### src/sts_pkg.sv
// ----------------------------------------------------------------------------
// Sphere triangle subdivider package
// Widths, vertex type, controller command/status words and the emit order.
// ----------------------------------------------------------------------------
package sts_pkg;

   localparam int COORD_WIDTH = 24;
   localparam int TEX_WIDTH   = 17;
   localparam int INDEX_WIDTH = 20;
   localparam int RAD_WIDTH   = COORD_WIDTH - 1;
   localparam int SUM_WIDTH   = COORD_WIDTH + 1;
   localparam int SQ_WIDTH    = 2 * SUM_WIDTH;
   localparam int ROOT_WIDTH  = SUM_WIDTH;
   localparam int REM_WIDTH   = ROOT_WIDTH + 3;
   localparam int DVD_WIDTH   = SUM_WIDTH + RAD_WIDTH;
   localparam int QUO_WIDTH   = DVD_WIDTH - COORD_WIDTH;
   localparam int VERTS_PER_TRI = 12;
   localparam int CNT_WIDTH   = 5;
   localparam int CSR_ADDR_WIDTH = 2;
   localparam logic [RAD_WIDTH-1:0] RADIUS_RESET = RAD_WIDTH'(65536);
   localparam logic [CSR_ADDR_WIDTH-1:0] ADDR_RADIUS = '0;

   // vertex sources
   localparam logic [2:0] SRC_C0  = 3'd0;
   localparam logic [2:0] SRC_C1  = 3'd1;
   localparam logic [2:0] SRC_C2  = 3'd2;
   localparam logic [2:0] SRC_M01 = 3'd3;
   localparam logic [2:0] SRC_M12 = 3'd4;
   localparam logic [2:0] SRC_M02 = 3'd5;

   typedef struct packed {
      logic [COORD_WIDTH-1:0] x;
      logic [COORD_WIDTH-1:0] y;
      logic [COORD_WIDTH-1:0] z;
      logic [TEX_WIDTH-1:0]   u;
      logic [TEX_WIDTH-1:0]   v;
   } vert_type;

   typedef struct packed {
      logic       in_ready;
      logic [1:0] slot;
      logic       mid_load;
      logic [1:0] mid_sel;
      logic       sq_step;
      logic       sq_first;
      logic       sqrt_step;
      logic       div_mul;
      logic       div_load;
      logic       div_step;
      logic       div_store;
      logic [1:0] comp;
      logic       emit_load;
      logic [3:0] emit_k;
      logic       emit_last;
   } cmd_type;

   typedef struct packed {
      logic in_accept;
      logic out_free;
   } stat_type;

   function automatic logic [2:0] vert_src(input logic [3:0] k);
      logic [2:0] s;
      case (k)
         4'd0:    s = SRC_C0;
         4'd1:    s = SRC_M01;
         4'd2:    s = SRC_M02;
         4'd3:    s = SRC_M01;
         4'd4:    s = SRC_C1;
         4'd5:    s = SRC_M12;
         4'd6:    s = SRC_M01;
         4'd7:    s = SRC_M12;
         4'd8:    s = SRC_M02;
         4'd9:    s = SRC_M02;
         4'd10:   s = SRC_M12;
         default: s = SRC_C2;
      endcase
      return s;
   endfunction

endpackage

### src/sts_if.sv
// ----------------------------------------------------------------------------
// Sphere triangle subdivider channels
// Corner word channel and vertex word channel, valid/ready.
// ----------------------------------------------------------------------------
interface sts_req_if import sts_pkg::*; ();
   logic                          valid;
   logic                          ready;
   logic signed [COORD_WIDTH-1:0] pos_x;
   logic signed [COORD_WIDTH-1:0] pos_y;
   logic signed [COORD_WIDTH-1:0] pos_z;
   logic [TEX_WIDTH-1:0]          tex_u;
   logic [TEX_WIDTH-1:0]          tex_v;
   logic                          new_pass;
   modport source(output valid, pos_x, pos_y, pos_z, tex_u, tex_v, new_pass, input ready);
   modport sink(input valid, pos_x, pos_y, pos_z, tex_u, tex_v, new_pass, output ready);
endinterface

interface sts_rsp_if import sts_pkg::*; ();
   logic                          valid;
   logic                          ready;
   logic signed [COORD_WIDTH-1:0] out_x;
   logic signed [COORD_WIDTH-1:0] out_y;
   logic signed [COORD_WIDTH-1:0] out_z;
   logic [TEX_WIDTH-1:0]          out_u;
   logic [TEX_WIDTH-1:0]          out_v;
   logic [INDEX_WIDTH-1:0]        vertex_number;
   logic                          last_of_triangle;
   modport source(output valid, out_x, out_y, out_z, out_u, out_v, vertex_number,
                  last_of_triangle, input ready);
   modport sink(input valid, out_x, out_y, out_z, out_u, out_v, vertex_number,
                last_of_triangle, output ready);
endinterface

### src/sts_ctrl.sv
// ----------------------------------------------------------------------------
// Sphere triangle subdivider controller
// Sequences corner capture, midpoint normalisation and vertex emission.
// ----------------------------------------------------------------------------
module sts_ctrl import sts_pkg::*; (
   input  logic     clock,
   input  logic     reset,
   input  stat_type stat,
   output cmd_type  cmd
);

   localparam logic [3:0] S_IDLE   = 4'd0;
   localparam logic [3:0] S_LOAD   = 4'd1;
   localparam logic [3:0] S_SQ     = 4'd2;
   localparam logic [3:0] S_SQRT   = 4'd3;
   localparam logic [3:0] S_DMUL   = 4'd4;
   localparam logic [3:0] S_DLOAD  = 4'd5;
   localparam logic [3:0] S_DIV    = 4'd6;
   localparam logic [3:0] S_DSTORE = 4'd7;
   localparam logic [3:0] S_EMIT   = 4'd8;

   localparam logic [CNT_WIDTH-1:0] SQ_LAST   = CNT_WIDTH'(3);
   localparam logic [CNT_WIDTH-1:0] SQRT_LAST = CNT_WIDTH'(ROOT_WIDTH - 1);
   localparam logic [CNT_WIDTH-1:0] DIV_LAST  = CNT_WIDTH'(QUO_WIDTH - 1);
   localparam logic [3:0] EMIT_LAST = 4'(VERTS_PER_TRI - 1);

   logic [3:0]           state_ff, state_in;
   logic [1:0]           held_ff, held_in;
   logic [CNT_WIDTH-1:0] cnt_ff, cnt_in;
   logic [1:0]           comp_ff, comp_in;
   logic [1:0]           mid_ff, mid_in;
   logic [3:0]           k_ff, k_in;

   always_comb begin
      state_in = state_ff;
      held_in  = held_ff;
      cnt_in   = cnt_ff;
      comp_in  = comp_ff;
      mid_in   = mid_ff;
      k_in     = k_ff;
      cmd           = '0;
      cmd.slot      = held_ff;
      cmd.mid_sel   = mid_ff;
      cmd.comp      = comp_ff;
      cmd.emit_k    = k_ff;
      cmd.emit_last = (k_ff == EMIT_LAST);
      unique case (state_ff)
         S_IDLE: begin
            cmd.in_ready = 1'b1;
            if (stat.in_accept) begin
               if (held_ff == 2'd2) begin
                  held_in  = 2'd0;
                  mid_in   = 2'd0;
                  state_in = S_LOAD;
               end else begin
                  held_in = held_ff + 2'd1;
               end
            end
         end
         S_LOAD: begin
            cmd.mid_load = 1'b1;
            cnt_in       = '0;
            state_in     = S_SQ;
         end
         S_SQ: begin
            cmd.sq_step  = 1'b1;
            cmd.sq_first = (cnt_ff == '0);
            cmd.comp     = cnt_ff[1:0];
            cnt_in       = cnt_ff + 1'b1;
            if (cnt_ff == SQ_LAST) begin
               cnt_in   = '0;
               state_in = S_SQRT;
            end
         end
         S_SQRT: begin
            cmd.sqrt_step = 1'b1;
            cnt_in        = cnt_ff + 1'b1;
            if (cnt_ff == SQRT_LAST) begin
               comp_in  = 2'd0;
               state_in = S_DMUL;
            end
         end
         S_DMUL: begin
            cmd.div_mul = 1'b1;
            state_in    = S_DLOAD;
         end
         S_DLOAD: begin
            cmd.div_load = 1'b1;
            cnt_in       = '0;
            state_in     = S_DIV;
         end
         S_DIV: begin
            cmd.div_step = 1'b1;
            cnt_in       = cnt_ff + 1'b1;
            if (cnt_ff == DIV_LAST) state_in = S_DSTORE;
         end
         S_DSTORE: begin
            cmd.div_store = 1'b1;
            if (comp_ff == 2'd2) begin
               if (mid_ff == 2'd2) begin
                  k_in     = '0;
                  state_in = S_EMIT;
               end else begin
                  mid_in   = mid_ff + 2'd1;
                  state_in = S_LOAD;
               end
            end else begin
               comp_in  = comp_ff + 2'd1;
               state_in = S_DMUL;
            end
         end
         S_EMIT: begin
            if (stat.out_free) begin
               cmd.emit_load = 1'b1;
               k_in          = k_ff + 4'd1;
               if (k_ff == EMIT_LAST) state_in = S_IDLE;
            end
         end
         default: state_in = S_IDLE;
      endcase
   end

   always_ff @(posedge clock) begin
      if (reset) begin
         state_ff <= S_IDLE;
         held_ff  <= '0;
         cnt_ff   <= '0;
         comp_ff  <= '0;
         mid_ff   <= '0;
         k_ff     <= '0;
      end else begin
         state_ff <= state_in;
         held_ff  <= held_in;
         cnt_ff   <= cnt_in;
         comp_ff  <= comp_in;
         mid_ff   <= mid_in;
         k_ff     <= k_in;
      end
   end

`ifndef ASSERT_OFF
   a_third_corner: assert property (@(posedge clock) disable iff (reset)
      (stat.in_accept && held_ff == 2'd2) |=> (state_ff == S_LOAD && held_ff == 2'd0))
      else $error("third corner did not start subdivision");
   a_emit_range: assert property (@(posedge clock) disable iff (reset)
      (state_ff == S_EMIT) |-> (k_ff <= EMIT_LAST))
      else $error("emit count out of range");
   a_emit_free: assert property (@(posedge clock) disable iff (reset)
      cmd.emit_load |-> stat.out_free)
      else $error("vertex loaded over a waiting word");
   a_held_range: assert property (@(posedge clock) disable iff (reset)
      held_ff != 2'd3)
      else $error("corner count overflow");
`endif

endmodule

### src/sts_dp.sv
// ----------------------------------------------------------------------------
// Sphere triangle subdivider datapath
// Corner store, squared-length accumulate, bitwise root, restoring divide.
// ----------------------------------------------------------------------------
module sts_dp import sts_pkg::*; (
   input  logic                 clock,
   input  logic                 reset,
   input  logic [RAD_WIDTH-1:0] radius,
   input  cmd_type              cmd,
   output stat_type             stat,
   sts_req_if.sink              req,
   sts_rsp_if.source            rsp
);

   vert_type corner_ff [3];
   vert_type mid_ff [3];
   logic [SUM_WIDTH-1:0]  mag_ff [3];
   logic [SUM_WIDTH-1:0]  mag_in [3];
   logic                  neg_ff [3];
   logic [SQ_WIDTH-1:0]   prod_ff, acc_ff;
   logic [REM_WIDTH-1:0]  srem_ff;
   logic [ROOT_WIDTH-1:0] root_ff;
   logic [DVD_WIDTH-1:0]  dvd_ff;
   logic [ROOT_WIDTH-1:0] drem_ff;
   logic [QUO_WIDTH-1:0]  quo_ff;
   logic [INDEX_WIDTH-1:0] idx_ff;
   logic                  out_valid_ff;
   vert_type              out_vert_ff;
   logic [INDEX_WIDTH-1:0] out_num_ff;
   logic                  out_last_ff;

   vert_type va, vb, vsel;
   logic [SUM_WIDTH-1:0]   sum [3];
   logic [1:0]             sq_idx;
   logic [REM_WIDTH-1:0]   srem_sh, strial;
   logic [ROOT_WIDTH:0]    dtrial;
   logic [COORD_WIDTH-1:0] qval, store_val;
   logic [TEX_WIDTH:0]     u_sum, v_sum;
   logic [2:0]             src;

   assign req.ready      = cmd.in_ready;
   assign stat.in_accept = req.valid & cmd.in_ready;
   assign stat.out_free  = ~out_valid_ff | rsp.ready;

   always_comb begin
      va = (cmd.mid_sel == 2'd1) ? corner_ff[1] : corner_ff[0];
      vb = (cmd.mid_sel == 2'd0) ? corner_ff[1] : corner_ff[2];
      sum[0] = SUM_WIDTH'($signed(va.x)) + SUM_WIDTH'($signed(vb.x));
      sum[1] = SUM_WIDTH'($signed(va.y)) + SUM_WIDTH'($signed(vb.y));
      sum[2] = SUM_WIDTH'($signed(va.z)) + SUM_WIDTH'($signed(vb.z));
      for (int i = 0; i < 3; i++)
         mag_in[i] = sum[i][SUM_WIDTH-1] ? (~sum[i] + 1'b1) : sum[i];
      u_sum = {1'b0, va.u} + {1'b0, vb.u};
      v_sum = {1'b0, va.v} + {1'b0, vb.v};
      sq_idx = (cmd.comp == 2'd3) ? 2'd2 : cmd.comp;
      srem_sh = {srem_ff[REM_WIDTH-3:0], acc_ff[SQ_WIDTH-1:SQ_WIDTH-2]};
      strial  = REM_WIDTH'({root_ff, 2'b01});
      dtrial  = {drem_ff, dvd_ff[QUO_WIDTH-1]};
      qval    = quo_ff;
      if (root_ff == '0)
         store_val = '0;
      else if (neg_ff[cmd.comp == 2'd3 ? 2'd2 : cmd.comp])
         store_val = ~qval + 1'b1;
      else
         store_val = qval;
      src = vert_src(cmd.emit_k);
      case (src)
         SRC_C0:  vsel = corner_ff[0];
         SRC_C1:  vsel = corner_ff[1];
         SRC_C2:  vsel = corner_ff[2];
         SRC_M01: vsel = mid_ff[0];
         SRC_M12: vsel = mid_ff[1];
         default: vsel = mid_ff[2];
      endcase
   end

   always_ff @(posedge clock) begin
      if (stat.in_accept) begin
         corner_ff[cmd.slot].x <= req.pos_x;
         corner_ff[cmd.slot].y <= req.pos_y;
         corner_ff[cmd.slot].z <= req.pos_z;
         corner_ff[cmd.slot].u <= req.tex_u;
         corner_ff[cmd.slot].v <= req.tex_v;
      end
      if (cmd.mid_load) begin
         for (int i = 0; i < 3; i++) begin
            mag_ff[i] <= mag_in[i];
            neg_ff[i] <= sum[i][SUM_WIDTH-1];
         end
         mid_ff[cmd.mid_sel].u <= u_sum[TEX_WIDTH:1];
         mid_ff[cmd.mid_sel].v <= v_sum[TEX_WIDTH:1];
         srem_ff <= '0;
         root_ff <= '0;
      end
      if (cmd.sq_step) begin
         prod_ff <= mag_ff[sq_idx] * mag_ff[sq_idx];
         acc_ff  <= cmd.sq_first ? '0 : acc_ff + prod_ff;
      end
      if (cmd.sqrt_step) begin
         acc_ff <= {acc_ff[SQ_WIDTH-3:0], 2'b00};
         if (srem_sh >= strial) begin
            srem_ff <= srem_sh - strial;
            root_ff <= {root_ff[ROOT_WIDTH-2:0], 1'b1};
         end else begin
            srem_ff <= srem_sh;
            root_ff <= {root_ff[ROOT_WIDTH-2:0], 1'b0};
         end
      end
      if (cmd.div_mul)
         dvd_ff <= mag_ff[sq_idx] * DVD_WIDTH'(radius);
      if (cmd.div_load)
         drem_ff <= ROOT_WIDTH'(dvd_ff[DVD_WIDTH-1:QUO_WIDTH]);
      if (cmd.div_step) begin
         dvd_ff[QUO_WIDTH-1:0] <= {dvd_ff[QUO_WIDTH-2:0], 1'b0};
         if (dtrial >= {1'b0, root_ff}) begin
            drem_ff <= ROOT_WIDTH'(dtrial - {1'b0, root_ff});
            quo_ff  <= {quo_ff[QUO_WIDTH-2:0], 1'b1};
         end else begin
            drem_ff <= dtrial[ROOT_WIDTH-1:0];
            quo_ff  <= {quo_ff[QUO_WIDTH-2:0], 1'b0};
         end
      end
      if (cmd.div_store) begin
         case (cmd.comp)
            2'd0:    mid_ff[cmd.mid_sel].x <= store_val;
            2'd1:    mid_ff[cmd.mid_sel].y <= store_val;
            default: mid_ff[cmd.mid_sel].z <= store_val;
         endcase
      end
      if (cmd.emit_load) begin
         out_vert_ff <= vsel;
         out_num_ff  <= idx_ff;
         out_last_ff <= cmd.emit_last;
      end
   end

   always_ff @(posedge clock) begin
      if (reset) begin
         idx_ff       <= '0;
         out_valid_ff <= 1'b0;
      end else begin
         if (stat.in_accept && req.new_pass)
            idx_ff <= '0;
         else if (cmd.emit_load)
            idx_ff <= idx_ff + 1'b1;
         if (cmd.emit_load)
            out_valid_ff <= 1'b1;
         else if (rsp.ready)
            out_valid_ff <= 1'b0;
      end
   end

   assign rsp.valid            = out_valid_ff;
   assign rsp.out_x            = $signed(out_vert_ff.x);
   assign rsp.out_y            = $signed(out_vert_ff.y);
   assign rsp.out_z            = $signed(out_vert_ff.z);
   assign rsp.out_u            = out_vert_ff.u;
   assign rsp.out_v            = out_vert_ff.v;
   assign rsp.vertex_number    = out_num_ff;
   assign rsp.last_of_triangle = out_last_ff;

endmodule

### src/sphere_triangle_subdivider_unit.sv
// Corner words are taken only while the controller is idle, so corners of the next
// triangle wait until the last vertex word of this one is loaded for output.
// Each of three midpoints takes a load, square and root steps, then per component a
// multiply, load, divide and store in the shared units; then 12 words go out.
// Reset: synchronous, clears the corner count, vertex index and output valid;
// the radius register returns to 1.0.
// ----------------------------------------------------------------------------
// Sphere triangle subdivider top level
// Register port, controller and datapath.
// ----------------------------------------------------------------------------
module sphere_triangle_subdivider_unit import sts_pkg::*; (
   input  logic                      clock,
   input  logic                      reset,
   sts_req_if.sink                   req_chan,
   sts_rsp_if.source                 rsp_chan,
   input  logic                      psel,
   input  logic                      penable,
   input  logic                      pwrite,
   input  logic [CSR_ADDR_WIDTH-1:0] paddr,
   input  logic [31:0]               pwdata,
   output logic [31:0]               prdata,
   output logic                      pready
);

   logic [RAD_WIDTH-1:0] radius_ff;
   cmd_type  cmd;
   stat_type stat;

   assign pready = 1'b1;
   assign prdata = (paddr == ADDR_RADIUS) ? 32'(radius_ff) : '0;

   always_ff @(posedge clock) begin
      if (reset)
         radius_ff <= RADIUS_RESET;
      else if (psel && penable && pwrite && pready && paddr == ADDR_RADIUS)
         radius_ff <= pwdata[RAD_WIDTH-1:0];
   end

   sts_ctrl u_ctrl (
      .clock (clock),
      .reset (reset),
      .stat  (stat),
      .cmd   (cmd)
   );

   sts_dp u_dp (
      .clock  (clock),
      .reset  (reset),
      .radius (radius_ff),
      .cmd    (cmd),
      .stat   (stat),
      .req    (req_chan),
      .rsp    (rsp_chan)
   );

endmodule

### src/flat_wrapper.sv
// flat-port wrapper written by rule: the top's interface ports become plain ports
module sphere_triangle_subdivider_unit_flat import sts_pkg::*;
  (clock, reset, psel, penable, pwrite, paddr, pwdata, prdata, pready, req_chan_valid, req_chan_pos_x, req_chan_pos_y, req_chan_pos_z, req_chan_tex_u, req_chan_tex_v, req_chan_new_pass, req_chan_ready, rsp_chan_valid, rsp_chan_out_x, rsp_chan_out_y, rsp_chan_out_z, rsp_chan_out_u, rsp_chan_out_v, rsp_chan_vertex_number, rsp_chan_last_of_triangle, rsp_chan_ready);
  sts_req_if req_chan_i ();
  sts_rsp_if rsp_chan_i ();
  input  logic clock;
  input  logic reset;
  input  logic psel;
  input  logic penable;
  input  logic pwrite;
  input  logic [CSR_ADDR_WIDTH-1:0] paddr;
  input  logic [31:0] pwdata;
  output logic [31:0] prdata;
  output logic pready;
  input wire logic [$bits(req_chan_i.valid)-1:0] req_chan_valid;
  input wire logic [$bits(req_chan_i.pos_x)-1:0] req_chan_pos_x;
  input wire logic [$bits(req_chan_i.pos_y)-1:0] req_chan_pos_y;
  input wire logic [$bits(req_chan_i.pos_z)-1:0] req_chan_pos_z;
  input wire logic [$bits(req_chan_i.tex_u)-1:0] req_chan_tex_u;
  input wire logic [$bits(req_chan_i.tex_v)-1:0] req_chan_tex_v;
  input wire logic [$bits(req_chan_i.new_pass)-1:0] req_chan_new_pass;
  output wire logic [$bits(req_chan_i.ready)-1:0] req_chan_ready;
  output wire logic [$bits(rsp_chan_i.valid)-1:0] rsp_chan_valid;
  output wire logic [$bits(rsp_chan_i.out_x)-1:0] rsp_chan_out_x;
  output wire logic [$bits(rsp_chan_i.out_y)-1:0] rsp_chan_out_y;
  output wire logic [$bits(rsp_chan_i.out_z)-1:0] rsp_chan_out_z;
  output wire logic [$bits(rsp_chan_i.out_u)-1:0] rsp_chan_out_u;
  output wire logic [$bits(rsp_chan_i.out_v)-1:0] rsp_chan_out_v;
  output wire logic [$bits(rsp_chan_i.vertex_number)-1:0] rsp_chan_vertex_number;
  output wire logic [$bits(rsp_chan_i.last_of_triangle)-1:0] rsp_chan_last_of_triangle;
  input wire logic [$bits(rsp_chan_i.ready)-1:0] rsp_chan_ready;
  assign req_chan_i.valid = req_chan_valid;
  assign req_chan_i.pos_x = req_chan_pos_x;
  assign req_chan_i.pos_y = req_chan_pos_y;
  assign req_chan_i.pos_z = req_chan_pos_z;
  assign req_chan_i.tex_u = req_chan_tex_u;
  assign req_chan_i.tex_v = req_chan_tex_v;
  assign req_chan_i.new_pass = req_chan_new_pass;
  assign req_chan_ready = req_chan_i.ready;
  assign rsp_chan_valid = rsp_chan_i.valid;
  assign rsp_chan_out_x = rsp_chan_i.out_x;
  assign rsp_chan_out_y = rsp_chan_i.out_y;
  assign rsp_chan_out_z = rsp_chan_i.out_z;
  assign rsp_chan_out_u = rsp_chan_i.out_u;
  assign rsp_chan_out_v = rsp_chan_i.out_v;
  assign rsp_chan_vertex_number = rsp_chan_i.vertex_number;
  assign rsp_chan_last_of_triangle = rsp_chan_i.last_of_triangle;
  assign rsp_chan_i.ready = rsp_chan_ready;
  sphere_triangle_subdivider_unit u_core (.clock(clock), .reset(reset), .req_chan(req_chan_i), .rsp_chan(rsp_chan_i), .psel(psel), .penable(penable), .pwrite(pwrite), .paddr(paddr), .pwdata(pwdata), .prdata(prdata), .pready(pready));
endmodule
### config.mk
export PLATFORM = sky130hd
export DESIGN_NAME = sphere_triangle_subdivider_unit_flat
export DESIGN_NICKNAME = d
export VERILOG_FILES = /design/src/sts_pkg.sv /design/src/sts_if.sv /design/src/sts_ctrl.sv /design/src/sts_dp.sv /design/src/sphere_triangle_subdivider_unit.sv /design/src/flat_wrapper.sv
export SDC_FILE = /design/constraint.sdc
export NUM_CORES = 2
export LEC_CHECK = 0
export BUFFER_PORTS_ARGS = -buffer_cell sky130_fd_sc_hd__clkbuf_2
export CORE_MARGIN = 4
export CORE_UTILIZATION = 64
export DETAILED_ROUTE_END_ITERATION = 12
export PLACE_DENSITY = 0.81
export SLEW_MARGIN = 20
export SYNTH_ARGS = -nofsm -noshare
export SYNTH_HDL_FRONTEND = slang
export SYNTH_SLANG_ARGS = --single-unit
### constraint.sdc
create_clock -name clock -period 23.3 [get_ports clock]
set_input_delay 4.66 -clock clock [delete_from_list [all_inputs] [get_ports clock]]
set_output_delay 4.66 -clock clock [all_outputs]
set_load 0.005 [all_outputs]
# Word level (Yosys, flattened, before mapping)
# Memories as Yosys holds them, arrays and structs flattened. A register that Yosys moved wholly into a read port is not among the register bits.
# Cells that the tools add are included.
# op_classes
add_sub_neg	18
multipliers	2
n_lt_le_gt_ge	2
n_eq_ne	33
mux	78
bitwise	7
reduce_logical	29
# op_table
cell	count
106-bit one-hot mux with 5 select lines	1
106-bit 2-to-1 mux	2
25-bit 2-to-1 mux	8
50-bit 2-to-1 mux	3
24-bit 2-to-1 mux	4
26-bit 2-to-1 mux	3
24-bit by 24-bit adder with 25-bit output	3
25-bit by 1-bit adder with 25-bit output (second input constant)	3
25-bit NOT	3
4-bit 2-to-1 mux	14
50-bit adder	1
25-bit by 25-bit multiplier with 50-bit output	1
25-bit by 23-bit multiplier with 48-bit output	1
17-bit by 17-bit adder with 18-bit output	2
4-bit one-hot mux with 9 select lines	1
28-bit by 27-bit greater-or-equal comparator with 1-bit output	1
26-bit by 25-bit greater-or-equal comparator with 1-bit output	1
1-bit 2-to-1 mux	26
26-bit subtractor	1
25-bit zero test	1
25-bit subtractor	1
24-bit by 1-bit adder with 24-bit output (second input constant)	1
24-bit NOT	1
23-bit 2-to-1 mux	1
38 further kinds	85
# word_totals
ff_bits	438
ramBits	714
rom_bits	48
input_bits	148
out_inout_bits	162
word_cells	200
n_memories	5
# mem_list
name	depth	word_bits	read_ports	rd_ports_with_merged_regs	write_ports	line_no	source
u_core.u_dp.corner_ff	3	106	3	0	1	sts_dp.sv:15	vert_type corner_ff [3];
u_core.u_dp.mid_ff	3	106	3	0	1	sts_dp.sv:16	vert_type mid_ff [3];
u_core.u_dp.mag_ff	3	25	1	0	3	sts_dp.sv:17	logic [SUM_WIDTH-1:0] mag_ff [3];
(no name shown)	16	3	1	1	0	sts_pkg.sv:64	case (k)
u_core.u_dp.neg_ff	3	1	1	0	3	sts_dp.sv:19	logic neg_ff [3];

# Logic depth before layout (Yosys ltp)
# An unclocked memory read counts as a cell.
# logic_depth
ltp_word	8
ltp_mapped	40
mapped_depth_nobuf	35

# By module
# A second synthesis with hierarchy kept.
# hier_totals
hier_cells	8536
hier_area_um2	92112.1
# by_module_without_submodules
module	n_inst	cells_per_inst	area_each_um2	seq_area_each_um2
sts_dp	1	8254	89599.7	33061.7
sphere_triangle_subdivider_unit	1	139	1296.2	460.4
sts_ctrl	1	143	1216.2	380.4

# Worst setup path after synthesis
# OpenSTA, ideal clock, no wires.
# synth_path
kind	input to register
from	in req_chan_valid
to	mem u_core.u_dp.corner_ff[2][0] (netlist bit), enable pin
setup_time_ns	0.723
t_arrival_ns	12.483
path_slack_ns	10.094
stages	2
path_cell_list	nand2_1 -> nor3b_1
# synth_via
elab_chain_cells	3
# synth_rtl
item	line_no	source
from (decl)	flat_wrapper.sv:15	input wire logic [$bits(req_chan_i.valid)-1:0] req_chan_valid;
1-bit AND	sts_dp.sv:42	assign stat.in_accept = req.valid & cmd.in_ready;
1-bit 2-to-1 mux	sts_dp.sv:78	if (stat.in_accept) begin
1-bit 2-to-1 mux (not written as such)	sts_dp.sv:83	corner_ff[cmd.slot].v <= req.tex_v;
to (decl)	sts_dp.sv:15	
# Every way passes these cells.

# Worst setup path in the final report
# layout_path
from	reg u_core.u_ctrl.state_ff[1]
to	reg u_core.u_dp.dvd_ff[44] (data pin)
# layout_via
elab_chain_cells	6
# layout_rtl
item	line_no	source
from (decl)	sts_ctrl.sv:27	logic [3:0] state_ff, state_in;
from (signal assigned)	sts_ctrl.sv:132	state_ff <= state_in;
4-bit by 2-bit == test with 1-bit output *	sts_ctrl.sv:47	unique case (state_ff)
2-bit 2-to-1 mux *	sts_ctrl.sv:47	
2-bit == test	sts_dp.sv:55	sq_idx = (cmd.comp == 2'd3) ? 2'd2 : cmd.comp;
2-bit 2-to-1 mux *	sts_dp.sv:55	
memory read 3 x 25 bit *	--	
25-bit by 23-bit multiplier with 48-bit output *	sts_dp.sv:110	dvd_ff <= mag_ff[sq_idx] * DVD_WIDTH'(radius);
to (signal assigned)	sts_dp.sv:110	
to (signal, indexed assignment)	sts_dp.sv:114	dvd_ff[QUO_WIDTH-1:0] <= {dvd_ff[QUO_WIDTH-2:0], 1'b0};
to (decl)	sts_dp.sv:23	logic [DVD_WIDTH-1:0] dvd_ff;
# Mark *: on every way between the ends. The rest lies on a longest branch, timed or not.
# A chain may end at the register's enable or synchronous reset.

==> impl_metrics.env <==
export IMPL_ys_top_cells_by_area="edfxtp_1 (35%), fa_1 (20%), ha_1 (7.6%)"
export IMPL_synth_fa_ha_area_frac=0.2790
export IMPL_tightest_slew_ps=1270
export IMPL_synth_most_common_cell="inv_1"
export IMPL_fill_cells=10160
export IMPL_dr_pass1_iters=6
export IMPL_r2r_slack_ps=11310
export IMPL_finalSetupViolCount=0
export IMPL_port_buffers=290
export IMPL_yosysUniqueCellTypes=94
export IMPL_synth_compound_area_frac=0.09553
export IMPL_grt_first_pass_wirelength_um=391900
export IMPL_hold_viol=0
export IMPL_post_route_min_period_ps=11990
export IMPL_rr_startpoint="u_core.u_ctrl.state_ff[1]"
export IMPL_hold_path_startpoint="u_core.radius_ff[14]"
export IMPL_worst_skew_pair_late_latency_ps=820
export IMPL_cts_tree="built"
export IMPL_max_stage_delay_ps=780
export IMPL_syn_cell_area_mm2=0.09391
export IMPL_holdBufCountCts=0
export IMPL_post_dp_hpwl_um=180300
export IMPL_synthFlopType="edfxtp_1"
export IMPL_critical_path_class="reg -> reg"
export IMPL_critPathMostFrequentCell="fa_1"
export IMPL_clock_root_buffer="clkbuf_16"
export IMPL_htree_levels=3
export IMPL_async_reset_ff_frac=0
export IMPL_die_h_um=391.1
export IMPL_clk_pin_slew_ps=60
export IMPL_cts_sinks=1154
export IMPL_start_util=0.6444
export IMPL_cp_arrival_ps=12410
export IMPL_finClkSkew_ps=149.4
export IMPL_gp_congestion=0.9495
export IMPL_drt_iter0_drc=6214
export IMPL_first_global_vias=69470
export IMPL_grt_max_degree=156
export IMPL_status="completed"
export IMPL_numCtsBuffers=116
export IMPL_r2r_end="u_core.u_dp.dvd_ff[44]"
export IMPL_postLayoutCoreUtil=0.6970
export IMPL_core_area_mm2=0.1457
export IMPL_synth_edff_count=1085
export IMPL_fmax_mhz=83.42
export IMPL_antenna_found_initial=37
export IMPL_drv_slew=0
export IMPL_synth_top_area_cell="edfxtp_1"
export IMPL_endpoint_kind="register"
export IMPL_totalWireLength_um=252900
export IMPL_ant_nets=0
export IMPL_synth_top_family_by_area="adder cells"
export IMPL_path_max_fanout=51
export IMPL_ioPinCount=310
export IMPL_synthXorXnorAreaFrac=0.03367
export IMPL_track_usage=0.3329
export IMPL_critPathBufInv=10
export IMPL_setup_tns_ps=0
export IMPL_synthSimpleGateAreaFrac=0.1027
export IMPL_yosys_warnings=0
export IMPL_cap_violations=0
export IMPL_yosysSeqAreaShare=0.3616
export IMPL_post_route_period_util=0.5145
export IMPL_hold_path_end="u_core.radius_ff[14]"
export IMPL_syn_instance_count=8622
export IMPL_whs_path_depth=2
export IMPL_num_rows=140
export IMPL_synth_top_area_frac=0.3469
export IMPL_syn_to_final_growth_pct=8.162
export IMPL_postCtsResizedCells=0
export IMPL_die_area_mm2=0.1529
export IMPL_critPathSlowestCell="o41ai_1"
export IMPL_die_x_um=391.1
export IMPL_yosys_top_cells_count="inv_1 (1284), edfxtp_1 (1085), fa_1 (952)"
export IMPL_post_cts_setup_buffer_count=0
export IMPL_final_net_count=10450
export IMPL_fin_hold_ws_ps=457.4
export IMPL_rsz0062_at_grt="false"
export IMPL_cts_path_max_buffers=3
export IMPL_via_per_inst=6.217
export IMPL_overflow=0
export IMPL_crit_family="adder cells"
export IMPL_start_kind="register"
export IMPL_routedWlPerCell_um=23.39
export IMPL_syn_area_per_cell_um2=10.89
export IMPL_yosys_mux_area_fraction=0.05929
export IMPL_drive_above_1_share=0.1107
export IMPL_drc=0
export IMPL_slew_headroom=0.1500
export IMPL_ff2ff_path_depth=35
export IMPL_dr_total_vias=67230
export IMPL_ys_ff_latch=1154
export IMPL_hold_path_class="reg -> reg"
export IMPL_crit_required_ps=23720
[state kept, by name, indices dropped and copies added, names as in the netlist, 3 cells and up]
register,cells
u_core.u_ctrl.state_ff,4
u_core.u_dp.acc_ff,50
u_core.u_dp.srem_ff,26
u_core.u_dp.rsp.vertex_number,20
u_core.u_ctrl.cnt_ff,5
u_core.u_dp.neg_ff,3
u_core.u_ctrl.k_ff,4
u_core.u_dp.src,3
u_core.u_dp.dvd_ff,48
u_core.u_dp.rsp.out_v,17
u_core.u_dp.quo_ff,24
u_core.u_dp.mid_ff,318
u_core.u_dp.rsp.out_x,24
u_core.u_dp.root_ff,25
u_core.u_dp.drem_ff,25
u_core.u_dp.prod_ff,49
u_core.u_dp.corner_ff,318
u_core.radius_ff,23
u_core.u_dp.rsp.out_u,17
u_core.u_dp.mag_ff,75
u_core.u_dp.idx_ff,20
u_core.u_dp.rsp.out_y,24
u_core.u_dp.rsp.out_z,24
[cell type report]
class                   count  area [um^2]  area share
clock buffers             146         3055     0.03008
well taps                1917         2399     0.02361
repair buffers            424         2486     0.02448
multi-input cells        5787        53820      0.5299
flip-flops and latches   1154        33980      0.3345
inverters                1291         4846     0.04771
diodes                     29        72.57   0.0007144
clock inverters            66        919.6    0.009054
[worst reg2reg max path, delay by kind of cell (launching register included)]
family	cells	cell delay, ps
mux	1	520
fa+ha+maj	8	3740
buf+inv	10	2590
flops	1	700
simple gates	6	1330
compound gates	10	2760
[worst max-delay path by stage]
stage,startpoint,end,slack [ps],depth (start not counted)
6_report,u_core.u_ctrl.state_ff[1],u_core.u_dp.dvd_ff[44],11310,35
5_1_grt,u_core.u_ctrl.state_ff[1],u_core.u_dp.dvd_ff[42],10720,37
4_1_cts,u_core.u_ctrl.state_ff[1],u_core.u_dp.dvd_ff[44],11320,35
3_5_place_dp,u_core.u_ctrl.state_ff[1],u_core.u_dp.dvd_ff[44],11460,35
3_3_place_gp,u_core.u_ctrl.state_ff[1],u_core.u_dp.dvd_ff[44],11620,37
2_1_floorplan,req_chan_valid,u_core.u_dp.corner_ff[2][0],10090,2
[per-stage QoR]
step,area [um^2],setup WS (ps),cells
finish,101600,11310,10810
global route,101600,10720,10800
CTS,101500,11320,10780
detailed placement,97500,11460,10570
global placement,97490,11620,10570
floorplan,93940,10090,8630
[placed cells by master, fill, tap and decap left out, drive strengths merged, types with 270 or more instances in the layout]
cell	count
a21oi	427
and2	304
clkbuf	436
edfxtp	1085
fa	952
ha	571
inv	1295
nand2	764
nor2	548
o21ai	270
[layer usage]
metal  GRT usage  vias up  share of wire
met5           0        -        0.00032
li1            -    29430              -
met3     0.07617      737           0.11
met4      0.1565       12          0.052
met1      0.4391    33330           0.38
met2      0.5281     3719           0.46
[kinds of logic after synthesis]
| kind of cell | count (synthesis) |
|---|---|
| AOI/OAI and AO/OA | 1383 |
| xor gates and xnor gates | 361 |
| adders and majority gates | 1523 |
| buffers and inverters | 1689 |
| DFF | 1154 |
| muxes | 440 |
| other | 2 |
| and+or+nand+nor | 2070 |
Power is not shown: default switching activity piles up to over one toggle a cycle in this logic, so the estimate is an artifact.
